File: src/mscdt_pkg.sv
// shared types and constants of the countdown timer bank
// no dependencies; imported by the controller, datapath and checker
package mscdt_pkg;

    // operation codes of an input transaction
    localparam logic [2:0] OP_TICK  = 3'd0;
    localparam logic [2:0] OP_ALLOC = 3'd1;
    localparam logic [2:0] OP_FREE  = 3'd2;
    localparam logic [2:0] OP_START = 3'd3;
    localparam logic [2:0] OP_STOP  = 3'd4;
    localparam logic [2:0] OP_SETIV = 3'd5;
    localparam logic [2:0] OP_QUERY = 3'd6;
    localparam logic [2:0] OP_TIME  = 3'd7;

    // result kinds carried on tuser
    localparam logic KIND_DONE   = 1'b0;
    localparam logic KIND_EXPIRY = 1'b1;

    // stream widths
    localparam int IN_W  = 24;
    localparam int OUT_W = 40;

    // expiry results per tick are capped at this count
    localparam logic [3:0] EXP_MAX = 4'd8;

    // controller to datapath commands
    typedef struct packed {
        logic capture;    // latch the accepted input transaction
        logic exec;       // perform the execute-state part of the op
        logic load;       // start: countdown from reload data
        logic adv;        // tick sweep: finish current slot, step index
        logic emit_exp;   // load an expiry result into the output register
        logic emit_done;  // load the completion result
    } t_cmd;

    // datapath to controller status
    typedef struct packed {
        logic [2:0] op;
        logic       exp_need;
        logic       out_free;
        logic       idx_last;
    } t_sts;

endpackage

File: src/mscdt_ram.sv
// generic single-write, single-read RAM with registered read data
// no dependencies; used for the reload and countdown stores
module mscdt_ram #(
    parameter int WIDTH = 16,
    parameter int DEPTH = 8
) (
    input  logic                                   i_clk,
    input  logic                                   i_we,
    input  logic [(DEPTH > 1 ? $clog2(DEPTH) : 1)-1:0] i_waddr,
    input  logic [WIDTH-1:0]                       i_wdata,
    input  logic [(DEPTH > 1 ? $clog2(DEPTH) : 1)-1:0] i_raddr,
    output logic [WIDTH-1:0]                       o_rdata
);

    logic [WIDTH-1:0] r_mem [DEPTH];
    logic [WIDTH-1:0] r_rdata;

    // write port and registered read port
    always_ff @(posedge i_clk) begin
        if (i_we) begin
            r_mem[i_waddr] <= i_wdata;
        end
        r_rdata <= r_mem[i_raddr];
    end

    assign o_rdata = r_rdata;

endmodule

File: src/mscdt_ctrl.sv
// controller state machine of the countdown timer bank
// depends on mscdt_pkg for the command and status structs and op codes
module mscdt_ctrl import mscdt_pkg::*; (
    input  logic i_clk,
    input  logic i_rst_n,
    input  logic i_s_tvalid,
    output logic o_s_tready,
    output t_cmd o_cmd,
    input  t_sts i_sts
);

    localparam logic [2:0] S_IDLE = 3'd0;
    localparam logic [2:0] S_EXEC = 3'd1;
    localparam logic [2:0] S_LOAD = 3'd2;
    localparam logic [2:0] S_TRD  = 3'd3;
    localparam logic [2:0] S_TCHK = 3'd4;
    localparam logic [2:0] S_DONE = 3'd5;

    logic [2:0] r_state;
    logic [2:0] n_state;

    // next state and commands
    always_comb begin
        n_state = r_state;
        o_cmd   = '0;
        o_s_tready = (r_state == S_IDLE);
        case (r_state)
            S_IDLE: begin
                if (i_s_tvalid) begin
                    o_cmd.capture = 1'b1;
                    n_state = S_EXEC;
                end
            end
            S_EXEC: begin
                o_cmd.exec = 1'b1;
                case (i_sts.op)
                    OP_TICK:  n_state = S_TRD;
                    OP_START: n_state = S_LOAD;
                    default:  n_state = S_DONE;
                endcase
            end
            S_LOAD: begin
                o_cmd.load = 1'b1;
                n_state = S_DONE;
            end
            S_TRD: begin
                n_state = S_TCHK;
            end
            S_TCHK: begin
                // hold the slot while its expiry result cannot be placed
                o_cmd.adv      = !i_sts.exp_need || i_sts.out_free;
                o_cmd.emit_exp = i_sts.exp_need && i_sts.out_free;
                if (o_cmd.adv && i_sts.idx_last) begin
                    n_state = S_DONE;
                end
            end
            S_DONE: begin
                if (i_sts.out_free) begin
                    o_cmd.emit_done = 1'b1;
                    n_state = S_IDLE;
                end
            end
            default: begin
                n_state = S_IDLE;
            end
        endcase
    end

    // state register
    always_ff @(posedge i_clk) begin
        if (!i_rst_n) begin
            r_state <= S_IDLE;
        end else begin
            r_state <= n_state;
        end
    end

endmodule

File: src/mscdt_dp.sv
// datapath of the countdown timer bank: flags, tick counter, slot stores, output register
// depends on mscdt_pkg and mscdt_ram
module mscdt_dp import mscdt_pkg::*; #(
    parameter int SLOTS     = 8,
    parameter int TICK_BITS = 16
) (
    input  logic             i_clk,
    input  logic             i_rst_n,
    input  t_cmd             i_cmd,
    output t_sts             o_sts,
    input  logic [2:0]       i_op,
    input  logic [2:0]       i_slot,
    input  logic [15:0]      i_interval,
    input  logic             i_notify,
    output logic             o_out_valid,
    input  logic             i_out_ready,
    output logic             o_out_kind,
    output logic [2:0]       o_out_slot,
    output logic             o_out_error,
    output logic             o_out_running,
    output logic [31:0]      o_out_time,
    output logic             o_out_last
);

    localparam int SW = (SLOTS > 1) ? $clog2(SLOTS) : 1;

    typedef logic [TICK_BITS-1:0] t_tick;
    typedef logic [SW-1:0]        t_ix;

    // captured input transaction
    logic [2:0]  r_op;
    logic [2:0]  r_slot;
    logic [15:0] r_iv;
    logic        r_nt;

    // per-slot flags
    logic [SLOTS-1:0] r_alloc, n_alloc;
    logic [SLOTS-1:0] r_run, n_run;
    logic [SLOTS-1:0] r_ntf, n_ntf;
    logic [SLOTS-1:0] r_rld_vld, n_rld_vld;

    logic [31:0] r_tick;
    t_ix         r_idx;
    logic [3:0]  r_cnt;

    // completion fields
    logic [2:0] r_res_slot;
    logic       r_res_err;
    logic       r_res_run;

    // output register
    logic        r_out_vld;
    logic        r_out_kind;
    logic [2:0]  r_out_slot;
    logic        r_out_err;
    logic        r_out_run;
    logic [31:0] r_out_time;
    logic        r_out_last;

    logic  slot_ok;
    t_ix   slot_ix;
    logic  found;
    t_ix   free_ix;
    t_tick iv_t;
    t_tick prog;
    logic  idx_last;
    logic  active;
    logic  cd_zero;
    logic  out_free;
    logic  exp_need;

    logic  rld_we;
    t_ix   rld_waddr;
    t_tick rld_rdata;
    logic  cd_we;
    t_ix   cd_waddr;
    t_tick cd_wdata;
    t_ix   cd_raddr;
    t_tick cd_rdata;

    assign slot_ok = (32'(r_slot) < SLOTS);
    assign slot_ix = t_ix'(r_slot);

    // lowest free slot
    always_comb begin
        found   = 1'b0;
        free_ix = '0;
        for (int i = SLOTS - 1; i >= 0; i--) begin
            if (!r_alloc[i]) begin
                found   = 1'b1;
                free_ix = t_ix'(i);
            end
        end
    end

    // interval minus one, zero kept as zero
    assign iv_t = t_tick'(r_iv);
    assign prog = (iv_t == '0) ? '0 : iv_t - 1'b1;

    // tick sweep status
    assign idx_last = (r_idx == t_ix'(SLOTS - 1));
    assign active   = r_alloc[r_idx] & r_run[r_idx];
    assign cd_zero  = (cd_rdata == '0);
    assign out_free = !r_out_vld || i_out_ready;
    assign exp_need = active && cd_zero && r_ntf[r_idx] && (r_cnt < EXP_MAX);

    assign o_sts.op       = r_op;
    assign o_sts.exp_need = exp_need;
    assign o_sts.out_free = out_free;
    assign o_sts.idx_last = idx_last;

    // reload store: written by allocate and set interval
    assign rld_we    = i_cmd.exec && (((r_op == OP_ALLOC) && found) ||
                                      ((r_op == OP_SETIV) && slot_ok));
    assign rld_waddr = (r_op == OP_ALLOC) ? free_ix : slot_ix;

    mscdt_ram #(
        .WIDTH (TICK_BITS),
        .DEPTH (SLOTS)
    ) u_rld_ram (
        .i_clk   (i_clk),
        .i_we    (rld_we),
        .i_waddr (rld_waddr),
        .i_wdata (prog),
        .i_raddr (slot_ix),
        .o_rdata (rld_rdata)
    );

    // countdown store: loaded by start, decremented by the tick sweep
    assign cd_we    = (i_cmd.load && slot_ok) || (i_cmd.adv && active && !cd_zero);
    assign cd_waddr = i_cmd.load ? slot_ix : r_idx;
    assign cd_wdata = i_cmd.load ? (r_rld_vld[slot_ix] ? rld_rdata : '0)
                                 : cd_rdata - 1'b1;
    // read one slot ahead once the current slot is finished
    assign cd_raddr = (i_cmd.adv && !idx_last) ? t_ix'(r_idx + 1'b1) : r_idx;

    mscdt_ram #(
        .WIDTH (TICK_BITS),
        .DEPTH (SLOTS)
    ) u_cd_ram (
        .i_clk   (i_clk),
        .i_we    (cd_we),
        .i_waddr (cd_waddr),
        .i_wdata (cd_wdata),
        .i_raddr (cd_raddr),
        .o_rdata (cd_rdata)
    );

    // next flag values
    always_comb begin
        n_alloc   = r_alloc;
        n_run     = r_run;
        n_ntf     = r_ntf;
        n_rld_vld = r_rld_vld;
        if (i_cmd.exec) begin
            case (r_op)
                OP_ALLOC: begin
                    if (found) begin
                        n_alloc[free_ix]   = 1'b1;
                        n_ntf[free_ix]     = r_nt;
                        n_rld_vld[free_ix] = 1'b1;
                    end
                end
                OP_FREE: begin
                    if (slot_ok) begin
                        n_alloc[slot_ix] = 1'b0;
                        n_run[slot_ix]   = 1'b0;
                    end
                end
                OP_STOP: begin
                    if (slot_ok) begin
                        n_run[slot_ix] = 1'b0;
                    end
                end
                OP_SETIV: begin
                    if (slot_ok) begin
                        n_rld_vld[slot_ix] = 1'b1;
                    end
                end
                default: begin
                end
            endcase
        end
        if (i_cmd.load && slot_ok) begin
            n_run[slot_ix] = 1'b1;
        end
        // expired slot stops
        if (i_cmd.adv && active && cd_zero) begin
            n_run[r_idx] = 1'b0;
        end
    end

    // input capture and completion fields
    always_ff @(posedge i_clk) begin
        if (i_cmd.capture) begin
            r_op   <= i_op;
            r_slot <= i_slot;
            r_iv   <= i_interval;
            r_nt   <= i_notify;
        end
        if (i_cmd.exec) begin
            r_res_slot <= ((r_op == OP_ALLOC) && found) ? 3'(free_ix) : 3'd0;
            r_res_err  <= (r_op == OP_ALLOC) && !found;
            r_res_run  <= (r_op == OP_QUERY) && slot_ok && r_run[slot_ix];
        end
    end

    // control state: flags, tick counter, sweep index
    always_ff @(posedge i_clk) begin
        if (!i_rst_n) begin
            r_alloc   <= '0;
            r_run     <= '0;
            r_ntf     <= '0;
            r_rld_vld <= '0;
            r_tick    <= '0;
            r_idx     <= '0;
            r_cnt     <= '0;
        end else begin
            r_alloc   <= n_alloc;
            r_run     <= n_run;
            r_ntf     <= n_ntf;
            r_rld_vld <= n_rld_vld;
            if (i_cmd.exec && (r_op == OP_TICK)) begin
                r_tick <= r_tick + 32'd1;
                r_idx  <= '0;
                r_cnt  <= '0;
            end
            if (i_cmd.adv && !idx_last) begin
                r_idx <= t_ix'(r_idx + 1'b1);
            end
            if (i_cmd.emit_exp) begin
                r_cnt <= r_cnt + 4'd1;
            end
        end
    end

    // output register valid
    always_ff @(posedge i_clk) begin
        if (!i_rst_n) begin
            r_out_vld <= 1'b0;
        end else if (i_cmd.emit_exp || i_cmd.emit_done) begin
            r_out_vld <= 1'b1;
        end else if (i_out_ready) begin
            r_out_vld <= 1'b0;
        end
    end

    // output register payload
    always_ff @(posedge i_clk) begin
        if (i_cmd.emit_exp) begin
            r_out_kind <= KIND_EXPIRY;
            r_out_slot <= 3'(r_idx);
            r_out_err  <= 1'b0;
            r_out_run  <= 1'b0;
            r_out_time <= r_tick;
            r_out_last <= 1'b0;
        end else if (i_cmd.emit_done) begin
            r_out_kind <= KIND_DONE;
            r_out_slot <= r_res_slot;
            r_out_err  <= r_res_err;
            r_out_run  <= r_res_run;
            r_out_time <= r_tick;
            r_out_last <= 1'b1;
        end
    end

    assign o_out_valid   = r_out_vld;
    assign o_out_kind    = r_out_kind;
    assign o_out_slot    = r_out_slot;
    assign o_out_error   = r_out_err;
    assign o_out_running = r_out_run;
    assign o_out_time    = r_out_time;
    assign o_out_last    = r_out_last;

endmodule

File: src/multi_slot_countdown_timer_bank.sv
// top level of the countdown timer bank: stream ports, controller and datapath
// depends on mscdt_pkg, mscdt_ctrl, mscdt_dp (and mscdt_ram below it)
//
//   channel   direction  tdata fields (low bit up)                     side band
//   s_axis    in         op[2:0] slot[5:3] interval[21:6] notify[22]   -
//   m_axis    out        result_slot[2:0] error[3] running[4]          tuser=kind
//                        time_now[36:5]                                tlast=last
//
// one item at a time: after accept a control op passes the execute and done
// states, start adds a load state, and a tick adds a read state and a sweep
// visiting one slot per cycle unless stalled, via the countdown RAM read port.
// a result waiting in the output register does not block the next accept.
// i_rst_n is synchronous, active low; all flags and the tick count clear.
// m_axis backpressure stalls the sequence while an expiry or the completion waits on a full output register.
module multi_slot_countdown_timer_bank import mscdt_pkg::*; #(
    parameter int SLOTS     = 8,
    parameter int TICK_BITS = 16
) (
    input  logic             i_clk,
    input  logic             i_rst_n,
    input  logic             i_s_axis_tvalid,
    output logic             o_s_axis_tready,
    input  logic [IN_W-1:0]  i_s_axis_tdata,   // op, slot, interval, notify, pad
    output logic             o_m_axis_tvalid,
    input  logic             i_m_axis_tready,
    output logic [OUT_W-1:0] o_m_axis_tdata,   // result_slot, error, running, time_now, pad
    output logic [0:0]       o_m_axis_tuser,   // kind
    output logic             o_m_axis_tlast
);

    t_cmd cmd;
    t_sts sts;

    logic        out_kind;
    logic [2:0]  out_slot;
    logic        out_err;
    logic        out_run;
    logic [31:0] out_time;

    // sequencer
    mscdt_ctrl u_ctrl (
        .i_clk      (i_clk),
        .i_rst_n    (i_rst_n),
        .i_s_tvalid (i_s_axis_tvalid),
        .o_s_tready (o_s_axis_tready),
        .o_cmd      (cmd),
        .i_sts      (sts)
    );

    // timer state and result register
    mscdt_dp #(
        .SLOTS     (SLOTS),
        .TICK_BITS (TICK_BITS)
    ) u_dp (
        .i_clk         (i_clk),
        .i_rst_n       (i_rst_n),
        .i_cmd         (cmd),
        .o_sts         (sts),
        .i_op          (i_s_axis_tdata[2:0]),
        .i_slot        (i_s_axis_tdata[5:3]),
        .i_interval    (i_s_axis_tdata[21:6]),
        .i_notify      (i_s_axis_tdata[22]),
        .o_out_valid   (o_m_axis_tvalid),
        .i_out_ready   (i_m_axis_tready),
        .o_out_kind    (out_kind),
        .o_out_slot    (out_slot),
        .o_out_error   (out_err),
        .o_out_running (out_run),
        .o_out_time    (out_time),
        .o_out_last    (o_m_axis_tlast)
    );

    // result packing
    assign o_m_axis_tdata = {3'b000, out_time, out_run, out_err, out_slot};
    assign o_m_axis_tuser = out_kind;

endmodule

File: config.mk
export PLATFORM = sky130hd
export DESIGN_NAME = multi_slot_countdown_timer_bank
export DESIGN_NICKNAME = d
export VERILOG_FILES = /design/src/mscdt_pkg.sv /design/src/mscdt_ram.sv /design/src/mscdt_ctrl.sv /design/src/mscdt_dp.sv /design/src/multi_slot_countdown_timer_bank.sv
export SDC_FILE = /design/constraint.sdc
export NUM_CORES = 1
export LEC_CHECK = 0
export ABC_AREA = 1
export BUFFER_PORTS_ARGS = -buffer_cell sky130_fd_sc_hd__buf_2
export CAP_MARGIN = 30
export CORE_AREA = 2 2 229 231
export CTS_CLUSTER_SIZE = 24
export DETAILED_ROUTE_END_ITERATION = 8
export DIE_AREA = 0 0 231 233
export GPL_TIMING_DRIVEN = 0
export PLACE_DENSITY_LB_ADDON = 0.1
export SYNTH_ARGS = -nofsm -noshare
export SYNTH_HDL_FRONTEND = slang
export SYNTH_HIERARCHICAL = 1
export SYNTH_SLANG_ARGS = --single-unit
File: constraint.sdc
create_clock -name i_clk -period 9.7 [get_ports i_clk]
set_input_delay 1.455 -clock i_clk [delete_from_list [all_inputs] [get_ports i_clk]]
set_output_delay 1.455 -clock i_clk [all_outputs]
set_load 0.02 [all_outputs]
==> flow_summary.ini <==
[placed_design]
portBuffers = 67
dp_hpwl_mm = 35.5
pre_cts_slack_ps = 5640
dp_cells = 2993
gp_congestion = 0.842

[yosys]
async_reset_ff_frac = 0
yosys-top-cells-area = edfxtp_1, nand2_1, dfxtp_1
synth_mux_area_frac = 0
synth.top_cell.area_share = 0.483
synth_edf_count = 319
synth_top_area_cell = edfxtp_1
yosys-top-cells-count = nand2_1, inv_1, edfxtp_1, nand3_1, nor2_1
ys_ff_latch = 430
netlist_area_sq_um = 19800
yosysMostFrequentCell = nand2_1
synth_cell_types = 51
synth_top_family_by_area = simple AND/OR/NAND/NOR gates
synth_fa_ha_area_frac = 0.00568
synth_flop_cell = edfxtp_1
synth-xor-area-share = 0.00530
syn_inst = 2223
yosys_warnings = 6
avgSynthCellArea_sq_um = 8.92
yosys.area_share.simple = 0.247
synth_compound_area_frac = 0.0455
ys_seq_area_frac = 0.595

[final_layout]
area_delta_synth_final_pct = 15.5
final_nets = 2402
n_fill_cell = 4970
final_cell_count_no_fill = 3081
drive_gt1_frac = 0.132
n_antenna_cell = 0

[clocking]
cts_tree = built
cts.sinks = 430
cts_buffer_depth = 3
cts_htree_levels = 2
clock_tree.root_cell = clkbuf_16
cts-hold-fix-buffers = 0
cts_setup_buffers = 0
cts_buffers = 47
insertion_delay_ps = 580
clk_pin_slew_ps = 60
cts.repair.resized = 0

[timing]
rsz0062_at_grt = no
fin_crit_ps = 4020
whs_ps = 453
fin_skew_ps = 15.2
setup_viol_count_final = 0
period_share = 0.415
setup_slack_ps = 5680
max_slew_margin = 0.329
fmax_ghz = 0.249
finalHoldViolCount = 0
worst_pin_slew_ps = 1000
finalMaxSlewViolations = 0
tns_ps = 0

[run_status]
status = completed

[setup_path]
slowest_delay_ps = 480
critPathSlowestCell = clkbuf_1
required_ps = 10130
cp_common_cell = nand2_1
crit_family = buffers and inverters
rr_worst_depth = 19
ff2ff_setup_slack_ps = 5680
critical_path.max_fanout = 10
r2r_end = u_dp/u_cd_ram/o_rdata[14]
crit_chain = inv_1, clkbuf_1, nand3_1, o22ai_1, nand3b_1, nor3_1, buf_4, a21oi_1, inv_1, nor2_1, ha_1, inv_1, buf_4, buf_4, nand2_1, nand3_1, nand2_1, nand2_1, nand2_1
cp-end-kind = register
crit_buf_inv = 7
startpoint_type = register
r2r_start = u_dp/r_idx[2]
worst-setup-path-type = reg -> reg
arrival_ps = 4450

[floorplanning]
coreArea_sq_um = 51100
die_area_sq_um = 53800
die_y_microns = 233
core.rowCount = 83
io_pins = 72
start_util = 0.388
die_w_microns = 231

[min_path]
worst_hold_path.endpoint = u_dp/o_out_kind
worstHoldStart = u_dp/o_out_kind
holdPathStages = 2
hp-class = reg -> reg

[global_route]
globalRouteOverflowTotal = 0
antenna_found_initial = 0
grt_max_degree = 36
grt_pass1_vias = 14000
grt_util_all_layers = 0.187
grt_pass1_wl_mm = 77.8

[pwr]
leakage_uw = 0.00974
irDropWorstVdd_uv = 155
totalPowerFinal_uw = 5630
p_per_area_nw_per_um2 = 245

[flow_run]
max-cap-violations = 0

[detailed_routing]
wl_per_cell_microns = 16.0
routed_via_density = 4.70
drc = 0
drt_pass1_iterations = 5
routed_wl_mm = 49.2
dr_total_vias = 14500
antenna_left = 0
drt_iter0_drc = 930
## layout make-up
cell class	instances	area [sq um]	share of cell area
tap	680	851	0.0371
sequential	430	11800	0.515
buffer	84	561	0.0245
timing repair buffer	91	663	0.0289
clock buffer	69	1380	0.0603
inverter	389	1460	0.0637
multi-input combinational	1322	6070	0.265
clock inverter	16	128	0.00557
## where the power goes
group	total, uW	internal [uW]	switching, uW
combinational	1500	431	1070
sequential	2370	2280	88.2
clock	1760	1040	721
## through the flow
stage | area [sq um] | util
global placement | 21000 | 0.412
global route | 22900 | 0.449
detailed placement | 21400 | 0.419
finish | 22900 | 0.449
CTS | 22900 | 0.448
floorplan | 19800 | -
## worst register-to-register path, delay by kind of cell, from the launching register on
kind / cells / cell delay, ps
compound gates: 2 / 650
fa+ha+maj: 1 / 300
flops: 1 / 350
simple gates: 9 / 1160
buf+inv: 7 / 1440
## state kept, by name, indices dropped and copies added (netlist names), 3 cells and up
signal                  cells
u_dp/u_cd_ram/r_mem       128
u_dp/r_idx                  3
u_dp/u_cd_ram/o_rdata      16
u_dp/o_out_time            32
u_dp/r_ntf                  8
u_dp/u_rld_ram/o_rdata     16
u_dp/r_run                  8
u_ctrl/r_state              3
u_dp/r_alloc                8
u_dp/iv_t                  16
u_dp/u_rld_ram/r_mem      128
u_dp/r_op                   3
u_dp/r_tick                32
u_dp/r_cnt                  4
u_dp/r_slot                 3
u_dp/r_rld_vld              8
u_dp/o_out_slot             3
u_dp/r_res_slot             3
## logic make-up after synthesis
family / Yosys count
AOI/OAI and AO/OA: 163
xor gates and xnor gates: 12
buffers and inverters: 473
and+or+nand+nor: 1135
other: 1
adders and majority gates: 9
DFF: 430
## worst max-delay path by stage
stage / start / endpoint / slack (ps) / cells past startpoint
3_5_place_dp: i_m_axis_tready / u_dp/u_cd_ram/o_rdata[14] / 5640 / 17
3_3_place_gp: i_s_axis_tvalid / u_dp/iv_t[13] / 4280 / 3
4_1_cts: u_dp/r_idx[2] / u_dp/u_cd_ram/o_rdata[14] / 5740 / 19
5_1_grt: u_dp/r_idx[2] / u_dp/o_out_time[19] / 5380 / 12
6_report: u_dp/r_idx[2] / u_dp/u_cd_ram/o_rdata[14] / 5680 / 19
2_1_floorplan: i_s_axis_tvalid / u_dp/iv_t[0] / 5520 / 2
## placed cells by master, fill, tap and decap left out, drive strengths merged, types with 15 or more instances in the layout
| master | n |
|---|---|
| clkbuf | 87 |
| clkinv | 15 |
| nor2 | 176 |
| o21ai | 62 |
| nand3 | 192 |
| buf | 157 |
| nor3 | 31 |
| a21oi | 66 |
| dfxtp | 111 |
| inv | 388 |
| nand4 | 16 |
| edfxtp | 319 |
| nand2 | 695 |
## routing by layer
metal,GRT usage,share of wire
met1,0.255,0.46
met2,0.312,0.47
met3,0.0232,0.044
met4,0.0524,0.021
met5,0,0
No activity file was read; power rests on OpenSTA's default activity.
